<file path="config.mk">
export PLATFORM = sky130hd
export DESIGN_NAME = bnn_worst
export DESIGN_NICKNAME = d
export VERILOG_FILES = /design/src/hw/rtl/bnn_pkg.sv /design/src/hw/rtl/bnn_worst.sv
export SDC_FILE = /design/constraint.sdc
export NUM_CORES = 2
export LEC_CHECK = 0
export BUFFER_PORTS_ARGS = -buffer_cell sky130_fd_sc_hd__clkbuf_2
export CELL_PAD_IN_SITES_DETAIL_PLACEMENT = 0
export CELL_PAD_IN_SITES_GLOBAL_PLACEMENT = 1
export CORE_AREA = 2 2 540 542
export DETAILED_ROUTE_END_ITERATION = 10
export DIE_AREA = 0 0 542 544
export GPL_ROUTABILITY_DRIVEN = 0
export PLACE_DENSITY = 0.42
export SLEW_MARGIN = 40
export SYNTH_ARGS = -nofsm -noshare
export SYNTH_HDL_FRONTEND = slang
export SYNTH_SLANG_ARGS = --single-unit
</file>
<file path="constraint.sdc">
create_clock -name clk -period 9.4 [get_ports clk]
set_clock_uncertainty 0.15 [all_clocks]
set_input_delay 2.82 -clock clk [delete_from_list [all_inputs] [get_ports clk]]
set_output_delay 2.82 -clock clk [all_outputs]
set_load 0.03 [all_outputs]
</file>
<file path="src/hw/rtl/bnn_pkg.sv">
`default_nettype none
package bnn_pkg;

	localparam int ID_W     = 10;
	localparam int DIST_W   = 32;
	localparam int NODE_W   = 10;
	localparam int CFG_W    = 6;
	localparam int COUNT_W  = 6;
	localparam int S_DATA_W = 56;
	localparam int M_DATA_W = 8;
	localparam int LIMIT_W  = 7;

	localparam logic [CFG_W-1:0]  POOL_SIZE_RESET = 6'd20;
	localparam logic [DIST_W-1:0] SIGN_FLIP       = 32'h8000_0000;

	typedef struct packed {
		logic [ID_W-1:0]          id;
		logic signed [DIST_W-1:0] distance;
	} entry_t;

	localparam int ENTRY_W = $bits(entry_t);

	typedef struct packed {
		logic done;
		logic found;
	} worst_status_t;

endpackage
`default_nettype wire

</file>
<file path="src/hw/rtl/bnn_worst.sv">
`default_nettype none
module bnn_worst #(
	parameter int MAX_POOL = 32,
	parameter int IW       = 5,
	parameter int CW       = 6
) (
	input  wire logic                                clk,
	input  wire logic                                arst_n,
	input  wire logic                                load,
	input  wire bnn_pkg::entry_t [MAX_POOL-1:0]      row,
	input  wire logic [CW-1:0]                       count,
	output bnn_pkg::worst_status_t                   status,
	output logic [IW-1:0]                            worst_idx,
	output logic [bnn_pkg::DIST_W-1:0]               worst_key
);

	localparam int LEVELS = (MAX_POOL > 1) ? $clog2(MAX_POOL) : 0;
	localparam int P2     = 1 << LEVELS;
	localparam int LVW    = $clog2(LEVELS + 2);

	logic [bnn_pkg::DIST_W-1:0] key_q [P2];
	logic [IW-1:0]              idx_q [P2];
	logic                       vld_q [P2];
	logic [LVW-1:0]             lvl_q;
	logic                       run_q;
	logic                       step;

	assign step = run_q && (lvl_q != LVW'(LEVELS));

	for (genvar j = 0; j < P2; j++) begin : g_slot
		logic [bnn_pkg::DIST_W-1:0] ld_key;
		logic                       ld_vld;
		logic [bnn_pkg::DIST_W-1:0] nx_key;
		logic [IW-1:0]              nx_idx;
		logic                       nx_vld;

		if (j < MAX_POOL) begin : g_ld
			assign ld_key = row[j].distance ^ bnn_pkg::SIGN_FLIP;
			assign ld_vld = (32'(count) > j);
		end else begin : g_pad
			assign ld_key = '0;
			assign ld_vld = 1'b0;
		end

		if (2 * j + 1 < P2) begin : g_pair
			logic pick_b;
			assign pick_b = vld_q[2*j+1] &&
				(!vld_q[2*j] || (key_q[2*j+1] > key_q[2*j]));
			assign nx_key = pick_b ? key_q[2*j+1] : key_q[2*j];
			assign nx_idx = pick_b ? idx_q[2*j+1] : idx_q[2*j];
			assign nx_vld = vld_q[2*j+1] || vld_q[2*j];
		end else begin : g_hold
			assign nx_key = key_q[j];
			assign nx_idx = idx_q[j];
			assign nx_vld = vld_q[j];
		end

		always_ff @(posedge clk) begin
			if (load) begin
				key_q[j] <= ld_key;
				idx_q[j] <= IW'(j);
				vld_q[j] <= ld_vld;
			end else if (step) begin
				key_q[j] <= nx_key;
				idx_q[j] <= nx_idx;
				vld_q[j] <= nx_vld;
			end
		end
	end

	always_ff @(posedge clk or negedge arst_n) begin
		if (!arst_n) begin
			run_q <= 1'b0;
			lvl_q <= '0;
		end else if (load) begin
			run_q <= 1'b1;
			lvl_q <= '0;
		end else if (step) begin
			lvl_q <= lvl_q + 1'b1;
		end
	end

	assign status.done  = run_q && (lvl_q == LVW'(LEVELS));
	assign status.found = vld_q[0];
	assign worst_idx    = idx_q[0];
	assign worst_key    = key_q[0];

endmodule
`default_nettype wire

</file>
; ---- After elaboration in Yosys (flattened, before gate mapping)
; Memories as Yosys holds them, arrays and structs flattened.
; Index checks and enable logic that the tools add are counted.
; Widths: inputs -> output; s select.
[word_totals]
ff_bits = 4
mem_bits_rw = 1216
input_bits = 1353
elab_cells = 386
n_memories = 3
[classes]
addsub = 1
order_cmp = 48
eq_ne = 2
n_mux = 135
bitwise_logic = 128
n_reduce_logical = 67
[mem_list]
columns = memory, depth, width, read_ports, rd_clocked_by_memory_dff, wr, line
row1 = key_q, 32, 32, 32, 0, 32, bnn_worst.sv:21  ; logic [bnn_pkg::DIST_W-1:0] key_q [P2];
row2 = idx_q, 32, 5, 32, 0, 32, bnn_worst.sv:22  ; logic [IW-1:0] idx_q [P2];
row3 = vld_q, 32, 1, 32, 0, 32, bnn_worst.sv:23  ; logic vld_q [P2];
[op_table]
columns = operator, count
row1 = $mux 32, 48
row2 = $gt 32x32->1, 16
row3 = $mux 5, 48
row4 = $gt 6x5->1 const B, 16
row5 = $or 1x1->1, 96
row6 = $gt 6x4->1 const B, 8
row7 = $mux 1, 37
row8 = $logic_or 1x1->1, 32
row9 = $not 1->1, 32
row10 = $gt 6x3->1 const B, 4
row11 = $logic_and 1x1->1, 18
row12 = $logic_not 1->1, 16
row13 = $gt 6x1->1 const B, 2
row14 = $gt 6x2->1 const B, 2
row15 = $mux 3, 2
row16 = $add 3x1->3 const B, 1
row17 = $eq 3x3->1 const B, 1
row18 = $ne 3x3->1 const B, 1
row19 = $reduce_bool 2->1, 1

; ---- Logic depth before layout (Yosys ltp)
[logic_depth]
ltp_word = 6
mapped_depth = 10
ltp_nobuf = 8

; ---- Worst setup path after synthesis
; Ideal clock, no wire load.
[synth_timing]
kind = input to register
from = in load
to = mem key_q[4][0] (netlist name), enable pin
setup_ns = 1.089
arrival_ns = 17.263
required_time_ns = 8.161
slack_ns = -9.102
stages = 2
n_path_buf = 2
cell_sequence = clkbuf_1 -> clkbuf_1
[synth_lines]
columns = element, line
row1 = "start, declared", bnn_worst.sv:9  ; input wire logic load,
row2 = "end, declared", bnn_worst.sv:21

==> results.ini <==
[run_status]
status = completed

[synth]
synth.avg_cell_area_um2 = 11.35
ys_ff_latch = 1106
yosysWarnings = 0
synthCells = 5365
synth_edf_count = 1102
netlist_area_um2 = 60920
synth_nets = 7232
synthArstFlopShare = 0.003617
seq_area_frac_synth = 0.5449
synth_cell_types = 70
ys.flop_type = edfxtp_1

[setup_path]
critical_path_class = in2reg
arrival_ps = 5560
startpoint_type = input pin
end_kind = flop
crit_family = buffers and inverters
slowest_stage = clkinv_8
path_max_fanout = 133
cp_cell_sequence = buf_8 > nand2b_4 > clkinv_8 > buf_12 > o211ai_1 > o311ai_1
crit_buf_inv = 3
r2r_setup_slack_ps = 4960
cp.required_ps = 9780
critPathMaxStageDelay_ps = 600

[cts]
clock-sinks = 1106
clkTransAtPathRegs_ps = 60
cts_root_buffer = clkbuf_16
htree_num_levels = 4
cts_tree = done
cts_setup_buffers = 0
clockBufferDepth = 4
clock_latency_ps = 840
cts_resized = 0
cts-buffers-inserted = 159
cts_hold_buf = 0

[cells_and_area]
synthToLayoutAreaGrowth_pct = 23.59
num-fill-cells = 30800
fin_nets = 8176
mostFrequentLayoutCells = edfxtp_1 (1,102), clkbuf_2 (1,070), nand2_1 (950), inv_1 (534), ha_1 (514)
drive_gt1_frac = 0.2435
finalCoreUtilization = 0.2602
final_common_cell = edfxtp_1

[sta]
worst_slew_pin_slew_ps = 916.7
holdWs_ps = 346.3
rsz0062_at_grt = no
finalSetupViolCount = 0
fin_crit_sh = 0.5512
fmax_mhz = 193.0
final.setup.tns_ps = 0
slew_headroom = 0.3889
slew_viol_final = 0
final.min_clock_period_ps = 5182
hold_violations = 0

[hold_path]
min_path_type = reg2reg

[routing]
wl_per_cell_um = 27.95
drcViolationCount = 0
via_per_inst = 4.658
finalWirelength_mm = 287.2
firstDrtPassIters = 5
ant_nets = 0
via_count = 47850
drt-initial-drc-count = 3279

[grt]
grt_use_total = 0.1883
gr-total-overflow = 0
grt_first_pass_wirelength_mm = 392.8
grt_antenna_before_repair = 160
grt_pass1_vias = 48920
grt_max_degree = 167

[floorplan]
die-area_um2 = 294800
row_count = 198
core_area_um2 = 289400
die_w_um = 542
initial_utilization = 0.2105
pin_count = 1392
die_h_um = 544

[placed_design]
hpwlAfterDp_mm = 225.1
io_buffers = 1071

[power]
ir_drop_uv = 128.7
p_leak_uw = 0.03102
powerDensity_nw_per_um2 = 220.9
total_power_uw = 16630

[job]
cap_viol_max_count = 0

[kinds of logic (layout without fill, tap and decap cells)]
group / after synthesis / after routing / share of synthesized area
xor+xnor: 2 / 2 / 0.0002876
compound gates: 1242 / 1242 / 0.1628
other cells: 0 / 48 / 0
buf+inv: 901 / 1962 / 0.06466
simple gates: 1600 / 1600 / 0.1218
fa+ha+maj: 514 / 514 / 0.1056
flops: 1106 / 1106 / 0.5449
[routing by layer]
metal | track usage | up-vias | part of all wire
met5 | 0 | - | 0.0016
met4 | 0.05261 | 74 | 0.024
met3 | 0.03930 | 371 | 0.057
met2 | 0.2887 | 1491 | 0.44
met1 | 0.2656 | 23670 | 0.48
li1 | - | 22240 | -
[registers in the layout, indices dropped and copies added (netlist names)]
signal  flops
key_q    1024
vld_q      32
run_q       1
idx_q      46
lvl_q       3
[power breakdown]
part | leakage, uW | switching (uW) | internal, uW
registers | 0.0114 | 671 | 6320
logic | 0.0172 | 2510 | 1310
clock network | 0.00236 | 2440 | 3380
total | 0.0310 | 5620 | 11000
[path summary, 6_finish.rpt]
check / startpoint / to / cells past startpoint
worst max-delay path: load / key_q[1][86]$_DFFE_PP_ / 6
max in group asynchronous: arst_n / lvl_q[2]$_DFFE_PN0P_ / 1
worst min register to register: run_q$_DFFE_PN0P_ / run_q$_DFFE_PN0P_ / 1
min in group asynchronous: arst_n / lvl_q[0]$_DFFE_PN0P_ / 1
worst min-delay path: run_q$_DFFE_PN0P_ / run_q$_DFFE_PN0P_ / 1
worst max register to register: key_q[1][79]$_DFFE_PP_ / key_q[0][119]$_DFFE_PP_ / 8
[stage by stage]
stage	cells	worst slack [ps]	area (um2)
6_report	10270	4218	75280
5_1_grt	10250	4172	75230
4_1_cts	10220	4220	75010
3_5_place_dp	9943	3316	70160
3_3_place_gp	9939	2955	69960
2_1_floorplan	5365	1820	60920
[final cells by class]
| type | count | area [um2] | share of cell area |
|---|---|---|---|
| sequential | 1106 | 33190 | 0.4409 |
| antenna | 48 | 120.1 | 0.001595 |
| multi-input combinational | 3358 | 24090 | 0.3200 |
| clock inverter | 82 | 694.4 | 0.009224 |
| clock buffer | 196 | 4160 | 0.05526 |
| tap | 3800 | 4755 | 0.06315 |
| inverter | 535 | 2021 | 0.02684 |
| timing repair buffer | 1149 | 6255 | 0.08308 |
[cell usage after synthesis, drive strengths merged, types with 16 or more instances]
master       count  share of area
edfxtp        1102           0.54
nand2          957          0.059
inv            535          0.033
ha             514           0.11
o211ai         474          0.064
nand4          326          0.034
a21oi          234          0.019
o311ai         222          0.039
clkbuf         207          0.013
buf            142          0.016
o21ai          102         0.0084
a21o            69         0.0085
nor2            66         0.0041
nand3           64         0.0053
nor3            51         0.0042
nor2b           30         0.0031
a31oi           20         0.0029
or4             20         0.0027
and2            19         0.0020
nor4            18         0.0018
dlygate4sd1     17         0.0024
and3            16         0.0016
Power figures use the tool's default switching activity.
