<file path="src/hw/rtl/bnn_ram.sv">
`default_nettype none
module bnn_ram #(
	parameter int WIDTH = 8,
	parameter int DEPTH = 2,
	parameter int AW    = 1
) (
	input  wire logic             clk,
	input  wire logic             wr_en,
	input  wire logic [AW-1:0]    wr_addr,
	input  wire logic [WIDTH-1:0] wr_data,
	input  wire logic             rd_en,
	input  wire logic [AW-1:0]    rd_addr,
	output logic      [WIDTH-1:0] rd_data
);

	logic [WIDTH-1:0] mem_q [DEPTH];

	always_ff @(posedge clk) begin
		if (wr_en) begin
			mem_q[wr_addr] <= wr_data;
		end
	end

	always_ff @(posedge clk) begin
		if (rd_en) begin
			rd_data <= mem_q[rd_addr];
		end
	end

endmodule
`default_nettype wire

</file>
<file path="config.mk">
export PLATFORM = sky130hd
export DESIGN_NAME = bnn_ram
export DESIGN_NICKNAME = d
export VERILOG_FILES = /design/src/hw/rtl/bnn_ram.sv
export SDC_FILE = /design/constraint.sdc
export NUM_CORES = 1
export LEC_CHECK = 0
export BUFFER_PORTS_ARGS = -buffer_cell sky130_fd_sc_hd__buf_2
export CORE_MARGIN = 8
export CORE_UTILIZATION = 53
export DETAILED_ROUTE_END_ITERATION = 12
export PLACE_DENSITY = 0.79
export SETUP_SLACK_MARGIN = 0.4
export SYNTH_ARGS = -nofsm -noshare
export SYNTH_HDL_FRONTEND = slang
export SYNTH_SLANG_ARGS = --single-unit
</file>
<file path="constraint.sdc">
create_clock -name clk -period 2.7 [get_ports clk]
set_input_delay 0.405 -clock clk [delete_from_list [all_inputs] [get_ports clk]]
set_output_delay 0.405 -clock clk [all_outputs]
set_load 0.005 [all_outputs]
</file>
### Word level (Yosys, flattened, before mapping)

Memories as Yosys holds them, arrays and structs flattened. A register that Yosys moved wholly into a read port is not among the register bits.
Index checks and enable logic that the tools add are counted.
W data, S select, Z words.

| word-level totals | value |
|---|---|
| flip-flop bits (word level) | 0 |
| logic and storage cells | 3 |
| RAM bits | 16 |
| output and inout bits | 8 |
| memories kept | 1 |
| input port bits | 13 |

| operators by class | value |
|---|---|
| muxes and demuxes | 2 |

Memories:

| memory | depth | width | read ports | clocked after Yosys merged registers in | write ports | RTL line | text |
|---|---|---|---|---|---|---|---|
| mem_q | 2 | 8 | 1 | 1 | 1 | 16 | `logic [WIDTH-1:0] mem_q [DEPTH];` |

Operator list:

| cell | number |
|---|---|
| $mux W1 | 2 |

### Depth between registers and ports, before layout

Gate-level depths: netlist of run 1.

| logic depth | value |
|---|---|
| word-level depth | 2 |
| depth in mapped cells | 2 |
| gate-level depth less buffers | 1 |

### Worst setup path before layout of run 1

Ideal clock, no wire load.

| path | value |
|---|---|
| path type | in2reg |
| start point | input wr_en |
| end point | memory mem_q[0][0], enable pin |
| arrival time | 0.825 ns |
| library setup time | 0.373 ns |
| path buffers | 0 |
| cell stages on the path | 1 |
| data required time | 2.327 ns |
| path slack | 1.502 ns |
| cell sequence | nor2b_1 |

| on the way | value |
|---|---|
| word-level cells in the longest chain between the ends | 2 |

Ends and longest elaborated chain:

| element | RTL line | text |
|---|---|---|
| from (decl) | 8 | `input wire logic wr_en,` |
| $mux W1 | 19 | `if (wr_en) begin` |
| $mux W1 (implied by the code) | 20 | `mem_q[wr_addr] <= wr_data;` |
| to (decl) | 16 |  |

No other way between the ends.

### Final worst setup path of run 1

| path | value |
|---|---|
| start point | register rd_data[5], read port of mem_q |
| end point | output rd_data[5] |

RTL lines:

| element | RTL line | text |
|---|---|---|
| from (decl) | 13 | `output logic [WIDTH-1:0] rd_data` |

No word-level cell between the ends.

==> flow_results.xml, run 1 <==
<?xml version="1.0" encoding="UTF-8"?>
<metrics>
  <group name="outcome">
    <metric name="outcome" unit="">finished, final reports clean</metric>
  </group>
  <group name="worst_setup_path">
    <metric name="timing.critical_path.max_delay_family" unit="">flip-flops</metric>
    <metric name="reg2reg_depth" unit="">1</metric>
    <metric name="critPathCaptureType" unit="">primary output</metric>
    <metric name="critPathArrivalTime" unit="ns">0.82</metric>
    <metric name="rr_endpoint" unit="">rd_data[5]$_DFFE_PP_</metric>
    <metric name="critPathMaxStageDelay" unit="ns">0.38</metric>
    <metric name="crit-reg2reg-launch" unit="">mem_q[0][5]$_DFFE_PP_</metric>
    <metric name="start_kind" unit="">flop</metric>
    <metric name="crit_start" unit="">rd_data[5]$_DFFE_PP_</metric>
    <metric name="crit_slowest_cell" unit="">edfxtp_1</metric>
    <metric name="worstPathRequired" unit="ns">2.30</metric>
    <metric name="reg2reg_setup_slack" unit="ns">1.80</metric>
    <metric name="timing.critical_path.cells" unit="">buf_2</metric>
    <metric name="critical_path.endpoint" unit="">rd_data[5]</metric>
    <metric name="cp_num_cells" unit="">1</metric>
    <metric name="timing.critical_path.buf_inv" unit="">1</metric>
    <metric name="critical_path_peak_fanout" unit="">1</metric>
    <metric name="timing_worst_setup_path_type" unit="">reg2out</metric>
  </group>
  <group name="finish">
    <metric name="post_route_standard_cell_area_excluding_fillers" unit="sq mm">0.00103</metric>
    <metric name="n_antenna_cell" unit="">0</metric>
    <metric name="final_nets" unit="">72</metric>
    <metric name="layout_cell_share_with_drive_strength_beyond_1" unit="">0.552</metric>
    <metric name="area_growth_syn_to_layout" unit="%">18.7</metric>
  </group>
  <group name="placement">
    <metric name="dpl_cell_area" unit="sq um">973</metric>
    <metric name="place_congestion" unit="">0.618</metric>
    <metric name="portBuffers" unit="">20</metric>
  </group>
  <group name="die">
    <metric name="coreArea" unit="sq mm">0.00152</metric>
    <metric name="core.rowCount" unit="">14</metric>
    <metric name="dieHeight" unit="um">56.4</metric>
    <metric name="die_footprint" unit="sq mm">0.00318</metric>
    <metric name="start_util" unit="">0.567</metric>
    <metric name="fp.dieW" unit="um">56.4</metric>
    <metric name="io_pins" unit="">21</metric>
  </group>
  <group name="clocking">
    <metric name="cts_repair_resizes" unit="">0</metric>
    <metric name="cts-hold-fix-buffers" unit="">0</metric>
    <metric name="cts-htree-levels" unit="">1</metric>
    <metric name="clockBufferDepth" unit="">2</metric>
    <metric name="clk_latency" unit="ns">0.31</metric>
    <metric name="post_cts.repair.setup_buffers" unit="">0</metric>
    <metric name="numClockSinks" unit="">24</metric>
    <metric name="cts_tree" unit="">done</metric>
    <metric name="ctsRootBufferMaster" unit="">clkbuf_4</metric>
    <metric name="clk_pin_slew_worst_paths" unit="ns">0.12</metric>
    <metric name="numCtsBuffers" unit="">3</metric>
  </group>
  <group name="global_routing">
    <metric name="grt_use_total" unit="">0.0683</metric>
    <metric name="grt_max_degree" unit="">15</metric>
    <metric name="first_pass_grt_wire_length" unit="um">1670</metric>
    <metric name="grt_remaining_overflow" unit="">0</metric>
    <metric name="antenna_found_initial" unit="">0</metric>
    <metric name="vias_in_the_first_global_route" unit="">378</metric>
  </group>
  <group name="detailed_routing">
    <metric name="drt-vias-per-instance" unit="">5.03</metric>
    <metric name="firstDrtPassIters" unit="">2</metric>
    <metric name="remaining_drc_errors" unit="">0</metric>
    <metric name="initialDrtViolationCount" unit="">6</metric>
    <metric name="total_via_count_after_detailed_routing" unit="">372</metric>
    <metric name="detail_route.wl_per_cell" unit="um">14.0</metric>
    <metric name="final_antenna_net_count" unit="">0</metric>
    <metric name="drt_wl_total" unit="um">1040</metric>
  </group>
  <group name="power_and_ir_drop">
    <metric name="combPwrFrac" unit="">0.064</metric>
    <metric name="sequential_group_share_of_total_power" unit="">0.598</metric>
    <metric name="power.net_switching" unit="uW">126</metric>
    <metric name="internal_power" unit="uW">618</metric>
    <metric name="total_leakage_power" unit="nW">0.406</metric>
    <metric name="power.clock.fraction" unit="">0.338</metric>
    <metric name="power" unit="uW">744</metric>
    <metric name="worst_vdd_ir" unit="V">0.000442</metric>
    <metric name="powerDensity" unit="mW/mm^2">725</metric>
    <metric name="power_switching_share" unit="">0.170</metric>
  </group>
  <group name="sta">
    <metric name="worst_slew_margin_rel" unit="">0.555</metric>
    <metric name="worst_pin_slew" unit="ns">0.666</metric>
    <metric name="timing_max_transition_violations_final" unit="">0</metric>
    <metric name="achievable-frequency" unit="GHz">0.817</metric>
    <metric name="fin_tns_setup" unit="ns">0</metric>
    <metric name="hold_violations" unit="">0</metric>
    <metric name="worst_hold_slack" unit="ns">0.275</metric>
    <metric name="final_period_minus_worst_setup_slack" unit="ns">1.22</metric>
    <metric name="timing.clock.skew" unit="ns">0.00285</metric>
    <metric name="setup_viol_count_final" unit="">0</metric>
    <metric name="final_worst_path_period_share" unit="">0.454</metric>
    <metric name="grt_setup_unrepaired" unit="">no</metric>
  </group>
  <group name="synthesis">
    <metric name="synth-seq-area-share" unit="">0.834</metric>
    <metric name="syn_area" unit="sq um">865</metric>
    <metric name="synth-warning-count" unit="">0</metric>
    <metric name="synth.distinct_cells" unit="">5</metric>
    <metric name="total_nets_after_synthesis" unit="">48</metric>
    <metric name="postSynthAreaPerCell" unit="sq um">24.7</metric>
    <metric name="number_of_storage_elements_in_the_synthesis_netlist" unit="">24</metric>
    <metric name="number_of_standard_cells_after_synthesis" unit="">35</metric>
  </group>
  <group name="job">
    <metric name="cap_viol_max_count" unit="">0</metric>
  </group>
  <group name="worst_hold_path">
    <metric name="hp-start" unit="">wr_data[2]</metric>
    <metric name="hold_crit_class" unit="">in2reg</metric>
  </group>
</metrics>
[power groups by stage]
stage | clock network [mW] | logic, mW | registers [mW]
2_1_floorplan | 0 | 0.0255 | 0.455
3_3_place_gp | 0 | 0.0476 | 0.454
3_5_place_dp | 0 | 0.0487 | 0.454
4_1_cts | 0.254 | 0.0487 | 0.446
5_1_grt | 0.270 | 0.0529 | 0.447
6_report | 0.251 | 0.0476 | 0.445
[state kept, by name, indices dropped and copies added, names as in the netlist]
signal and flops:
rd_data 8, mem_q 16
[through the flow]
stage / cells / setup WS [ns] / utilization
floorplan: 35 / 1.50 / -
global placement: 70 / 1.33 / 0.639
detailed placement: 70 / 1.27 / 0.639
CTS: 74 / 1.46 / 0.673
global route: 74 / 1.42 / 0.673
finish: 74 / 1.48 / 0.673
[Yosys cell counts, drive strengths merged]
master	n	area, sq um
mux2	8	120
edfxtp	24	721
and2	1	6.26
nor2b	1	6.26
buf	1	11.3
[how the worst min path moves through the flow]
stage                       endpoint  slack (ns)  cells after the start
6_report       mem_q[0][2]$_DFFE_PP_        0.27                      1
5_1_grt        mem_q[0][7]$_DFFE_PP_        0.25                      1
4_1_cts        mem_q[0][2]$_DFFE_PP_        0.27                      1
3_5_place_dp    rd_data[1]$_DFFE_PP_        0.54                      1
3_3_place_gp    rd_data[7]$_DFFE_PP_        0.53                      1
2_1_floorplan  mem_q[0][0]$_DFFE_PP_        0.50                      0
[layer usage]
metal	share of wire	vias to the layer above	wire length, um	global-route usage
met3	0.091	4	94	0.0427
met4	0.027	0	28	0.0515
met1	0.46	165	474	0.0685
met2	0.42	19	437	0.0998
met5	0	-	0	0
li1	-	184	-	-
[area by class of cell]
type	count	area, sq um
sequential	24	721
fill	117	498
multi-input combinational	10	133
timing repair buffer	20	100
clock inverter	1	30.0
clock buffer	3	22.5
tap	16	20.0
[cell families (layout without fill, tap and decap cells)]
kind of cell  count (synthesis)  count (layout)  synth area share
buf+inv                       1              24            0.0130
simple gates                  2               2            0.0145
mux                           8               8             0.139
flops                        24              24             0.834
[cell usage in the layout, fill, tap and decap left out]
master / synthesis / final
nor2b_1: 1 / 1
bufinv_16: 0 / 1
buf_2: 0 / 20
mux2_4: 8 / 8
clkbuf_4: 0 / 3
and2_1: 1 / 1
edfxtp_1: 24 / 24
Power figures use the tool's default switching activity.
==> inputs of run 2 (changes only) <==
Settings changed: CORE_UTILIZATION 53 to 45, PLACE_DENSITY 0.79 to 0.72.
Clock period 2.7 ns to 1.1 ns, I/O delays scaled along.
==> run 2 against run 1 <==
Effect of this change: via count is the same; clock power grew 46%; sequential power grew 140%; hold slack lost 0.24 ns; die area grew 13%; sequential share of layout area grew 0.26 points; non-clock buffer count is the same; critical endpoint is now rd_data[0].
==> flow_results.xml, run 2 (same netlist as run 1, synthesis figures left out) <==
<?xml version="1.0" encoding="UTF-8"?>
<metrics>
  <group name="worst_setup_path">
    <metric name="worstPathRequired" unit="ns">0.94</metric>
    <metric name="reg2reg_depth" unit="">1</metric>
    <metric name="timing.critical_path.cells" unit="">buf_2</metric>
    <metric name="crit-reg2reg-launch" unit="">mem_q[0][5]$_DFFE_PP_</metric>
    <metric name="crit_slowest_cell" unit="">edfxtp_1</metric>
    <metric name="critPathArrivalTime" unit="ns">0.81</metric>
    <metric name="timing.critical_path.max_delay_family" unit="">flip-flops</metric>
    <metric name="critical_path_peak_fanout" unit="">1</metric>
    <metric name="cp_num_cells" unit="">1</metric>
    <metric name="critPathCaptureType" unit="">primary output</metric>
    <metric name="timing.critical_path.buf_inv" unit="">1</metric>
    <metric name="reg2reg_setup_slack" unit="ns">0.21</metric>
    <metric name="start_kind" unit="">flop</metric>
    <metric name="rr_endpoint" unit="">rd_data[5]$_DFFE_PP_</metric>
    <metric name="timing_worst_setup_path_type" unit="">reg2out</metric>
    <metric name="critPathMaxStageDelay" unit="ns">0.38</metric>
    <metric name="crit_start" unit="">rd_data[0]$_DFFE_PP_</metric>
    <metric name="critical_path.endpoint" unit="">rd_data[0]</metric>
  </group>
  <group name="job">
    <metric name="cap_viol_max_count" unit="">0</metric>
  </group>
  <group name="outcome">
    <metric name="outcome" unit="">finished, final reports clean</metric>
  </group>
  <group name="detailed_routing">
    <metric name="total_via_count_after_detailed_routing" unit="">372</metric>
    <metric name="drt_wl_total" unit="um">1050</metric>
    <metric name="final_antenna_net_count" unit="">0</metric>
    <metric name="detail_route.wl_per_cell" unit="um">12.4</metric>
    <metric name="drt-vias-per-instance" unit="">4.38</metric>
    <metric name="remaining_drc_errors" unit="">0</metric>
    <metric name="firstDrtPassIters" unit="">4</metric>
    <metric name="initialDrtViolationCount" unit="">7</metric>
  </group>
  <group name="finish">
    <metric name="number_of_flip_flops_under_the_largest_register_name" unit="">16</metric>
    <metric name="most-common-layout-cells" unit="">edfxtp_1, buf_2, mux2_4, clkbuf_4</metric>
    <metric name="layout_cell_share_with_drive_strength_beyond_1" unit="">0.569</metric>
    <metric name="top_regs" unit="">mem_q (16), rd_data (8)</metric>
    <metric name="final_nets" unit="">72</metric>
    <metric name="finish.cell_count_without_fillers" unit="">85</metric>
    <metric name="n_antenna_cell" unit="">0</metric>
    <metric name="area_growth_syn_to_layout" unit="%">18.2</metric>
    <metric name="most_common_cell_after_layout_fill_and_taps_aside" unit="">edfxtp_1</metric>
    <metric name="layout.core_utilization" unit="">0.543</metric>
    <metric name="largest_register" unit="">mem_q</metric>
  </group>
  <group name="sta">
    <metric name="setup_viol_count_final" unit="">0</metric>
    <metric name="worst_hold_slack" unit="ns">0.0375</metric>
    <metric name="worst_slew_margin_rel" unit="">0.836</metric>
    <metric name="timing.clock.skew" unit="ns">0.00624</metric>
    <metric name="worst_pin_slew" unit="ns">0.247</metric>
    <metric name="hold_violations" unit="">0</metric>
    <metric name="fin_tns_setup" unit="ns">0</metric>
    <metric name="final_worst_path_period_share" unit="">0.889</metric>
    <metric name="timing_max_transition_violations_final" unit="">0</metric>
    <metric name="final_period_minus_worst_setup_slack" unit="ns">0.978</metric>
    <metric name="achievable-frequency" unit="GHz">1.02</metric>
    <metric name="grt_setup_unrepaired" unit="">yes</metric>
  </group>
  <group name="power_and_ir_drop">
    <metric name="worst_vdd_ir" unit="V">0.000942</metric>
    <metric name="powerDensity" unit="mW/mm^2">1550</metric>
    <metric name="total_leakage_power" unit="nW">0.399</metric>
  </group>
  <group name="global_routing">
    <metric name="antenna_found_initial" unit="">0</metric>
    <metric name="first_pass_grt_wire_length" unit="um">1610</metric>
    <metric name="grt_max_degree" unit="">14</metric>
    <metric name="grt_remaining_overflow" unit="">0</metric>
    <metric name="vias_in_the_first_global_route" unit="">377</metric>
    <metric name="grt_use_total" unit="">0.0619</metric>
  </group>
  <group name="die">
    <metric name="fp.dieW" unit="um">59.8</metric>
    <metric name="die_footprint" unit="sq mm">0.00358</metric>
    <metric name="core.rowCount" unit="">16</metric>
    <metric name="dieHeight" unit="um">59.8</metric>
    <metric name="io_pins" unit="">21</metric>
    <metric name="start_util" unit="">0.459</metric>
    <metric name="coreArea" unit="sq mm">0.00188</metric>
  </group>
  <group name="clocking">
    <metric name="clk_latency" unit="ns">0.30</metric>
    <metric name="clockBufferDepth" unit="">2</metric>
    <metric name="numClockSinks" unit="">24</metric>
    <metric name="cts_repair_resizes" unit="">0</metric>
    <metric name="numCtsBuffers" unit="">3</metric>
    <metric name="ctsRootBufferMaster" unit="">clkbuf_4</metric>
    <metric name="post_cts.repair.setup_buffers" unit="">0</metric>
    <metric name="cts-htree-levels" unit="">1</metric>
    <metric name="clk_pin_slew_worst_paths" unit="ns">0.12</metric>
    <metric name="cts_tree" unit="">done</metric>
  </group>
  <group name="placement">
    <metric name="post-place-cells" unit="">81</metric>
    <metric name="portBuffers" unit="">20</metric>
    <metric name="place_congestion" unit="">0.590</metric>
  </group>
  <group name="worst_hold_path">
    <metric name="hold_crit_class" unit="">in2reg</metric>
  </group>
</metrics>
## run 2: changes by cell type in the layout (fill, tap and decap cells not counted)
cell,before,now
bufinv_16,1,0
and2_1,1,0
nor2b_4,0,1
nor2b_1,1,0
clkinv_1,0,1
and2_2,0,1
## run 2: power breakdown
part | internal (mW) | total [mW] | switching (mW)
combinational | 0.0717 | 0.121 | 0.0495
sequential | 1.08 | 1.09 | 0.0139
clock | 0.132 | 0.367 | 0.234
total | 1.28 | 1.58 | 0.298
## run 2: routing by layer
metal | global-route usage | vias up | share of wire
met5 | 0 | - | 0
met4 | 0.0408 | 0 | 0.024
met3 | 0.0495 | 2 | 0.17
met2 | 0.0800 | 22 | 0.40
met1 | 0.0667 | 165 | 0.40
li1 | - | 183 | -
## run 2: what timing repair did
| action | 4_1_cts | 5_1_grt |
|---|---|---|
| endpoints found under the hold margin | 0 | 0 |
| setup endpoints to repair | 16 | 16 |
| hold buffers | 0 | 0 |
| pin swaps | 0 | 0 |
## run 2: cell type report
type | count | area (sq um)
clock buffer | 3 | 22.5
clock inverter | 1 | 3.75
fill | 168 | 860
multi-input combinational | 10 | 141
sequential | 24 | 721
tap | 27 | 33.8
timing repair buffer | 20 | 100
## run 2: per-stage QoR
step	cell area, sq um	worst slack [ns]	total power [mW]
6_report	1020	0.122	1.58
5_1_grt	1020	0.0613	1.66
4_1_cts	1020	0.101	1.60
3_5_place_dp	996	0.105	1.24
3_3_place_gp	996	0.124	1.23
2_1_floorplan	873	0.250	1.18
## run 2: worst min-delay path by stage
stage                     startpoint               endpoint  slack [ns]  cells past startpoint
after floorplan           wr_data[0]  mem_q[0][0]$_DFFE_PP_        0.26                      0
after global placement    wr_data[7]  mem_q[0][7]$_DFFE_PP_        0.35                      1
after detailed placement  wr_data[5]  mem_q[0][5]$_DFFE_PP_        0.36                      1
after CTS                 wr_data[5]  mem_q[0][5]$_DFFE_PP_        0.02                      1
after global routing      wr_data[2]  mem_q[0][2]$_DFFE_PP_        0.02                      1
final                     wr_data[5]  mem_q[1][5]$_DFFE_PP_        0.04                      1
